[src/rtl/core/letter_multiset_compare_assert.svh]
// ----------------------------------------------------------------------------
// Assertion macros for the letter multiset comparator
// Clocked concurrent checks on clk; the reset-qualified form is disabled
// while arst_n is low. Both forms compile to nothing when SYNTH is defined.
// ----------------------------------------------------------------------------
`ifndef LETTER_MULTISET_COMPARE_ASSERT_SVH
`define LETTER_MULTISET_COMPARE_ASSERT_SVH

`ifndef SYNTH
// Check held outside of reset.
`define LMC_ASSERT(lbl, prop, msg) \
	lbl: assert property (@(posedge clk) disable iff (!arst_n) prop) else $error(msg);
// Check held at every edge, during reset too.
`define LMC_ASSERT_ALWAYS(lbl, prop, msg) \
	lbl: assert property (@(posedge clk) prop) else $error(msg);
`else
`define LMC_ASSERT(lbl, prop, msg)
`define LMC_ASSERT_ALWAYS(lbl, prop, msg)
`endif

`endif

[src/rtl/core/lmc_pkg.sv]
// ----------------------------------------------------------------------------
// lmc_pkg
// Shared constants and types of the letter multiset comparator.
// ----------------------------------------------------------------------------
package lmc_pkg;

	localparam int ALPHABET_SIZE = 26;
	localparam int COUNT_BITS    = 8;

	localparam logic [COUNT_BITS-1:0] COUNT_MAX = {COUNT_BITS{1'b1}};

	localparam logic [7:0] CASE_FOLD = 8'h20;
	localparam logic [7:0] CHAR_A    = 8'h41;
	localparam logic [7:0] CHAR_Z    = 8'h5A;

	typedef logic [ALPHABET_SIZE-1:0]                 letter_sel_t;
	typedef logic [ALPHABET_SIZE-1:0][COUNT_BITS-1:0] count_vec_t;

	typedef enum logic [1:0] {
		MODE_WITHIN    = 2'd0,
		MODE_CONTAINS  = 2'd1,
		MODE_EQUAL     = 2'd2,
		MODE_NOT_EQUAL = 2'd3
	} mode_t;

	typedef enum logic [1:0] {
		ERR_NONE  = 2'd0,
		ERR_QUERY = 2'd1,
		ERR_WORD  = 2'd2
	} err_t;

	// Per-word control of one count bank.
	typedef struct packed {
		logic        upd;        // a word for this bank is accepted
		logic        clear_pre;  // start from zero counts
		logic        add;        // count the selected letter if not saturated
		logic        clear_post; // store zero counts afterwards
		letter_sel_t sel;        // one-hot letter lane
	} bank_ctl_t;

endpackage

[src/rtl/core/lmc_letter_decode.sv]
// ----------------------------------------------------------------------------
// lmc_letter_decode
// Folds case and turns a character byte into a one-hot letter lane.
// ----------------------------------------------------------------------------
module lmc_letter_decode (
	input  logic [7:0]          char_code,
	output logic                letter_ok,
	output lmc_pkg::letter_sel_t sel
);
	import lmc_pkg::*;

	logic [7:0] up;
	logic [7:0] diff;

	assign up   = char_code & ~CASE_FOLD;
	assign diff = up - CHAR_A;

	assign letter_ok = (up >= CHAR_A) && (up <= CHAR_Z)
		&& (diff < 8'(ALPHABET_SIZE));

	always_comb begin
		for (int i = 0; i < ALPHABET_SIZE; i++) begin
			sel[i] = letter_ok && (diff == 8'(i));
		end
	end

endmodule

[src/rtl/core/lmc_count_bank.sv]
// ----------------------------------------------------------------------------
// lmc_count_bank
// One row of saturation-checked letter counters, one lane per letter.
// ----------------------------------------------------------------------------
module lmc_count_bank (
	input  logic                 clk,
	input  logic                 arst_n,
	input  lmc_pkg::bank_ctl_t   ctl,
	output lmc_pkg::count_vec_t  counts_q,
	output lmc_pkg::count_vec_t  sum,
	output logic                 full
);
	import lmc_pkg::*;

	count_vec_t base;
	logic       inc_ok;

	assign base = ctl.clear_pre ? '0 : counts_q;

	// selected lane already at its maximum
	always_comb begin
		full = 1'b0;
		for (int i = 0; i < ALPHABET_SIZE; i++) begin
			full = full | (ctl.sel[i] && (base[i] == COUNT_MAX));
		end
	end

	assign inc_ok = ctl.add && !full;

	always_comb begin
		for (int i = 0; i < ALPHABET_SIZE; i++) begin
			sum[i] = base[i] + COUNT_BITS'(inc_ok && ctl.sel[i]);
		end
	end

	always_ff @(posedge clk or negedge arst_n) begin
		if (!arst_n) begin
			counts_q <= '0;
		end else if (ctl.upd) begin
			counts_q <= ctl.clear_post ? '0 : sum;
		end
	end

endmodule

[src/rtl/core/lmc_compare.sv]
// ----------------------------------------------------------------------------
// lmc_compare
// Lane-wise multiset relations between word and query counts.
// ----------------------------------------------------------------------------
module lmc_compare (
	input  lmc_pkg::mode_t      mode,
	input  lmc_pkg::count_vec_t query,
	input  lmc_pkg::count_vec_t word,
	output logic                hit
);
	import lmc_pkg::*;

	logic fits;
	logic contains;
	logic equal;

	always_comb begin
		fits     = 1'b1;
		contains = 1'b1;
		equal    = 1'b1;
		for (int i = 0; i < ALPHABET_SIZE; i++) begin
			fits     = fits     & (word[i] <= query[i]);
			contains = contains & (query[i] <= word[i]);
			equal    = equal    & (word[i] == query[i]);
		end
	end

	always_comb begin
		case (mode)
			MODE_WITHIN:    hit = fits;
			MODE_CONTAINS:  hit = contains;
			MODE_EQUAL:     hit = equal;
			MODE_NOT_EQUAL: hit = !equal;
			default:        hit = 1'b0;
		endcase
	end

endmodule

[src/rtl/core/letter_multiset_compare.sv]
// ----------------------------------------------------------------------------
// letter_multiset_compare
// Query and word letter counting with a multiset compare at each word end.
// ----------------------------------------------------------------------------
// Throughput: one character word per cycle, both strings alike, while s_tready is high.
// Result: a word's final letter, once accepted, is captured in the result register
//   (one register) and driven onto m_* from there.
// s_tready stays high while a result waits, as long as m_tready takes it.
// Reset (arst_n low, asynchronous): all counts zero, query marked finished,
//   no invalid flags, compare_mode 0, no result pending.
// ----------------------------------------------------------------------------
`include "letter_multiset_compare_assert.svh"

module letter_multiset_compare (
	input  logic       clk,
	input  logic       arst_n,
	// configuration: compare_mode
	input  logic       cfg_valid,
	output logic       cfg_ready,
	input  logic [1:0] cfg_data,
	// character words
	input  logic       s_tvalid,
	output logic       s_tready,
	input  logic [7:0] s_tdata,   // [7:0] char_code
	input  logic       s_tuser,   // [0] command: 0 query, 1 word
	input  logic       s_tlast,   // last character of the string
	// result words
	output logic       m_tvalid,
	input  logic       m_tready,
	output logic [7:0] m_tdata    // [0] match, [2:1] error_code, [7:3] zero
);
	import lmc_pkg::*;

	// ---------------------------------------------------------------- state
	mode_t mode_q;
	logic  query_finished_q;
	logic  query_invalid_q;
	logic  word_invalid_q;

	logic  out_valid_q;
	logic  match_q;
	err_t  err_q;

	// ---------------------------------------------------------- handshakes
	logic acc;
	logic q_step;
	logic w_step;
	logic w_end;

	assign cfg_ready = 1'b1;
	assign s_tready  = !out_valid_q || m_tready;
	assign acc       = s_tvalid && s_tready;
	assign q_step    = acc && !s_tuser;
	assign w_step    = acc && s_tuser;
	assign w_end     = w_step && s_tlast;

	// ------------------------------------------------------ letter decode
	logic        letter_ok;
	letter_sel_t sel;

	lmc_letter_decode u_decode (
		.char_code (s_tdata),
		.letter_ok (letter_ok),
		.sel       (sel)
	);

	// -------------------------------------------------------- query bank
	// A query letter after a finished query starts a fresh query.
	logic       q_inv_base;
	bank_ctl_t  q_ctl;
	count_vec_t q_counts;
	count_vec_t q_sum;
	logic       q_full;

	assign q_inv_base = query_finished_q ? 1'b0 : query_invalid_q;

	assign q_ctl.upd        = q_step;
	assign q_ctl.clear_pre  = query_finished_q;
	assign q_ctl.add        = letter_ok && !q_inv_base;
	assign q_ctl.clear_post = 1'b0;
	assign q_ctl.sel        = sel;

	lmc_count_bank u_query (
		.clk      (clk),
		.arst_n   (arst_n),
		.ctl      (q_ctl),
		.counts_q (q_counts),
		.sum      (q_sum),
		.full     (q_full)
	);

	// --------------------------------------------------------- word bank
	// Word counts clear as the final letter is taken.
	bank_ctl_t  w_ctl;
	count_vec_t w_counts;
	count_vec_t w_sum;
	logic       w_full;
	logic       w_inv_next;

	assign w_ctl.upd        = w_step;
	assign w_ctl.clear_pre  = 1'b0;
	assign w_ctl.add        = letter_ok && !word_invalid_q;
	assign w_ctl.clear_post = s_tlast;
	assign w_ctl.sel        = sel;

	lmc_count_bank u_word (
		.clk      (clk),
		.arst_n   (arst_n),
		.ctl      (w_ctl),
		.counts_q (w_counts),
		.sum      (w_sum),
		.full     (w_full)
	);

	assign w_inv_next = word_invalid_q || !letter_ok || w_full;

	// ------------------------------------------------------------ compare
	// Word counts include this letter; query counts as they stand.
	logic hit;

	lmc_compare u_compare (
		.mode  (mode_q),
		.query (q_counts),
		.word  (w_sum),
		.hit   (hit)
	);

	// ---------------------------------------------------------- registers
	always_ff @(posedge clk or negedge arst_n) begin
		if (!arst_n) begin
			mode_q           <= MODE_WITHIN;
			query_finished_q <= 1'b1;
			query_invalid_q  <= 1'b0;
			word_invalid_q   <= 1'b0;
			out_valid_q      <= 1'b0;
			match_q          <= 1'b0;
			err_q            <= ERR_NONE;
		end else begin
			if (cfg_valid && cfg_ready) begin
				mode_q <= mode_t'(cfg_data);
			end
			if (q_step) begin
				query_invalid_q  <= q_inv_base || !letter_ok || q_full;
				query_finished_q <= s_tlast;
			end
			if (w_step) begin
				word_invalid_q <= s_tlast ? 1'b0 : w_inv_next;
			end
			if (w_end) begin
				out_valid_q <= 1'b1;
				// query error wins over word error
				if (query_invalid_q) begin
					match_q <= 1'b0;
					err_q   <= ERR_QUERY;
				end else if (w_inv_next) begin
					match_q <= 1'b0;
					err_q   <= ERR_WORD;
				end else begin
					match_q <= hit;
					err_q   <= ERR_NONE;
				end
			end else if (m_tready) begin
				out_valid_q <= 1'b0;
			end
		end
	end

	assign m_tvalid = out_valid_q;
	assign m_tdata  = {5'b0, err_q, match_q};

	// --------------------------------------------------------- assertions
	`LMC_ASSERT(a_match_only_ok, out_valid_q && match_q |-> err_q == ERR_NONE, "match with error")
	`LMC_ASSERT(a_result_from_word_end, $rose(out_valid_q) |-> $past(w_end), "stray result")
	`LMC_ASSERT(a_word_cleared, w_end |=> (w_counts == '0) && !word_invalid_q, "word not cleared")
	`LMC_ASSERT(a_query_closes, q_step && s_tlast |=> query_finished_q, "query not finished")
	`LMC_ASSERT(a_query_stored, q_step |=> q_counts == $past(q_sum), "query counts not stored")
	`LMC_ASSERT_ALWAYS(a_reset_idle, !arst_n |-> !out_valid_q, "result during reset")

endmodule
[config.mk]
export PLATFORM = sky130hd
export DESIGN_NAME = letter_multiset_compare
export DESIGN_NICKNAME = d
export VERILOG_FILES = /design/src/rtl/core/lmc_pkg.sv /design/src/rtl/core/lmc_letter_decode.sv /design/src/rtl/core/lmc_count_bank.sv /design/src/rtl/core/lmc_compare.sv /design/src/rtl/core/letter_multiset_compare.sv
export VERILOG_INCLUDE_DIRS = /design/src /design/src/rtl/core
export SDC_FILE = /design/constraint.sdc
export NUM_CORES = 1
export LEC_CHECK = 0
export BUFFER_PORTS_ARGS = -buffer_cell sky130_fd_sc_hd__clkbuf_2
export CORE_MARGIN = 10
export CORE_UTILIZATION = 65
export DETAILED_ROUTE_END_ITERATION = 16
export PLACE_DENSITY = 0.81
export SLEW_MARGIN = 0
export SYNTH_ARGS = -nofsm -noshare
export SYNTH_HDL_FRONTEND = slang
export SYNTH_SLANG_ARGS = --single-unit
[constraint.sdc]
create_clock -name clk -period 9.63 [get_ports clk]
set_input_delay 0.4815 -clock clk [delete_from_list [all_inputs] [get_ports clk]]
set_output_delay 0.4815 -clock clk [all_outputs]
set_load 0.05 [all_outputs]
==> impl_metrics.toml <==
[hold_path]
min_path_type = "in2reg"
holdPathStages = 3
hold_end = "mode_q[1]"
min_from = "cfg_data[1]"

[synthesis]
ys_seq_elements = 425
netlist_instances = 3505
synthTopCellsByCount = "424 x dfrtp_1, 372 x nand2_1, 317 x ha_1"
yosysSeqAreaShare = 0.359
yosys_warnings = 0
synth_area_um2 = 29700
yosysTopAreaCell = "dfrtp_1"
yosysTopAreaCellShare = 0.358
avgSynthCellArea_um2 = 8.46
async_reset_ff_frac = 1.00
yosysMostFrequentCell = "dfrtp_1"
synth_area_leaders = "dfrtp_1 36%, ha_1 13%, o21ai_0 4.8%, nand2_1 4.7%, a22o_1 3.8%"
synth_enable_flop_cells = 0
yosysUniqueCellTypes = 77
ys.flop_type = "dfrtp_1"

[floorplanning]
initial_utilization = 0.655
die_w_um = 234
die_area_um2 = 54600
core-area_um2 = 45300
die_h_um = 234
ioPinCount = 28
std_cell_rows = 78

[sta]
post-route-period-util = 0.690
rsz0062_at_grt = "no"
period_needed_ps = 6650
setup-tns-final_ps = 0
layout_setup_ws_ps = 2980
slew_headroom = 0.105
slew_violations = 0
fin_worst_skew_ps = 23.4
fmax_ghz = 0.150
tightest_slew_ps = 1330
hold_viol = 0
setup_viol = 0

[worst_setup_path]
rrSetupSlack_ps = 3660
worstPathRequired_ps = 10160
crit_top_cell = "ha_1"
startpoint_type = "input pin"
cp_max_fo = 16
endpoint_kind = "register"
crit_chain = "clkbuf_2 -> inv_1 -> ha_1 -> or3b_1 -> a2bb2o_1 -> o21ai_1 -> a21oi_1 -> a2111oi_2 -> nand3_2 -> buf_4 -> nor3_1 -> ha_1 -> ha_1 -> nand3_1 -> xnor2_1 -> ha_1 -> nand4_1 -> a21oi_1 -> nor3_1 -> a2111oi_0 -> and4_1 -> a21oi_1 -> a211oi_2"
slowest_stage = "o21ai_1"
reg2regPathDepth = 20
rr_endpoint = "match_q"
r2r-start = "u_word.counts_q[98]"
cpPeakStageDelay_ps = 620
crit_type = "in2reg"
arrival_ps = 7180

[job]
drv_cap = 0

[cts]
cts_buffers = 48
cts_sinks = 425
clock_path_buffers = 3
cts_setup_buffers = 0
ctsHtreeMaxLevel = 2
cts_resized = 0
cts_tree = "done"
path_clk_slew_ps = 60
clkLatencyLatePin_ps = 620
root_buffer = "clkbuf_16"

[power]
p_leak_nw = 14.3
ir_worst_vdd_uv = 141
pwr_density_cell_nw_per_um2 = 136
design_power_total_mw = 4.30

[placed_design]
place_area_um2 = 30100
gp_congestion = 0.987
dp_slack_ps = 2610
dp_hpwl_um = 58100
dp.cells = 3984
port_buffers = 20

[route]
drc = 0
routedWlPerCell_um = 20.4
viasPerCell = 6.61
vias = 26902
drt-initial-drc-count = 2784
first_pass_iters = 6
routed_wl_um = 83000
drtAntennaViolNets = 0

[global_route]
grt_pass1_wl_um = 134000
antenna_found_initial = 2
grt.busiest_layer = "met2"
grt_pass1_vias = 25818
grt_usage = 0.302
grt_use_met1 = 0.395
overflow = 0
use_met3 = 0.0485
grt_max_degree = 161
use_met2 = 0.478

[outcome]
status = "finished, final reports clean"

[layout]
final_cells = 4069
fillers = 3508
layout-drive-gt1-share = 0.0418
syn_to_final_growth_pct = 6.64
fin_area_um2 = 31600
nets = 3769
diodes = 0
-- power by group --
part / internal (mW) / switching, mW / total, mW
Combinational: 0.154 / 0.381 / 0.535
Sequential: 1.86 / 0.0866 / 1.94
Clock: 1.04 / 0.777 / 1.82
-- state kept, by name (all words and copies together) (netlist names) --
name / cells
u_word.counts_q: 208
query_finished_q: 1
u_query.counts_q: 208
query_invalid_q: 1
match_q: 1
err_q: 2
mode_q: 2
word_invalid_q: 1
m_tvalid: 1
-- repair_timing --
action | in CTS | in global routing
hold endpoints to repair | 26 | 0
hold buffers | 1 | 0
endpoints found under the setup margin | 0 | 0
-- routing by layer --
metal / wire length (um) / up-vias / share of wire
li1: - / 12519 / -
met4: 4120 / 4 / 0.050
met5: 24 / - / 0.00029
met1: 34000 / 13038 / 0.41
met3: 6900 / 255 / 0.083
met2: 38000 / 1086 / 0.46
-- cell families after synthesis --
kind of cell,synth area share
simple gates,0.220
compound gates,0.180
flops,0.359
buf+inv,0.0531
fa+ha+maj,0.134
xor+xnor,0.0463
mux,0.00856
other cells,0.000253
-- worst max-delay path, delay by kind of cell --
family                   cells  cell delay [ps]
AND/OR/NAND/NOR              7             1720
XOR/XNOR                     1              170
buffers and inverters        3              680
AO/OA/AOI/OAI                8             2970
adder cells (fa/ha/maj)      4             1130
-- how the worst max path moves through the flow --
stage          depth (start not counted)       start       to
6_report                              23  s_tdata[0]  match_q
5_1_grt                               24  s_tdata[0]  match_q
4_1_cts                               24  s_tdata[0]  match_q
3_5_place_dp                          24  s_tdata[0]  match_q
3_3_place_gp                          24  s_tdata[0]  match_q
2_1_floorplan                         25  s_tdata[1]  match_q
-- cell type report --
type | count | area [um^2] | area share
inverter | 241 | 905 | 0.0286
clock buffer | 72 | 1420 | 0.0450
timing repair buffer | 44 | 320 | 0.0101
tap | 600 | 751 | 0.0237
clock inverter | 12 | 96.3 | 0.00305
multi-input combinational | 2675 | 17500 | 0.553
sequential | 425 | 10600 | 0.336
-- metrics by stage --
step,hold WS [ps],utilization
detailed placement,494,0.665
global route,98.5,0.699
CTS,60.2,0.699
finish,73.4,0.699
global placement,474,0.665
floorplan,186,-
-- cell usage in the layout, fill, tap and decap left out, types with 7 or more instances in the layout --
cell / n
a22o_1: 129
and2_1: 10
mux2i_1: 22
dfrtp_1: 424
and3_1: 57
clkinv_2: 8
o21ai_0: 283
inv_1: 241
nand3b_1: 7
clkbuf_8: 11
nor3b_1: 12
or2_2: 7
nor2_1: 174
nand4_1: 127
o31ai_1: 30
ha_1: 317
and4_1: 22
nand2b_1: 44
o22ai_1: 78
nand3_1: 179
o32ai_1: 12
nor4_1: 19
clkbuf_2: 18
nor2b_1: 67
o21a_1: 9
clkbuf_1: 12
nor3_1: 181
clkbuf_16: 49
xor2_1: 54
nand2_1: 372
xnor2_1: 103
a21oi_1: 220
buf_4: 22
o211ai_1: 18
a31oi_1: 26
(Power assumes the default switching activity.)
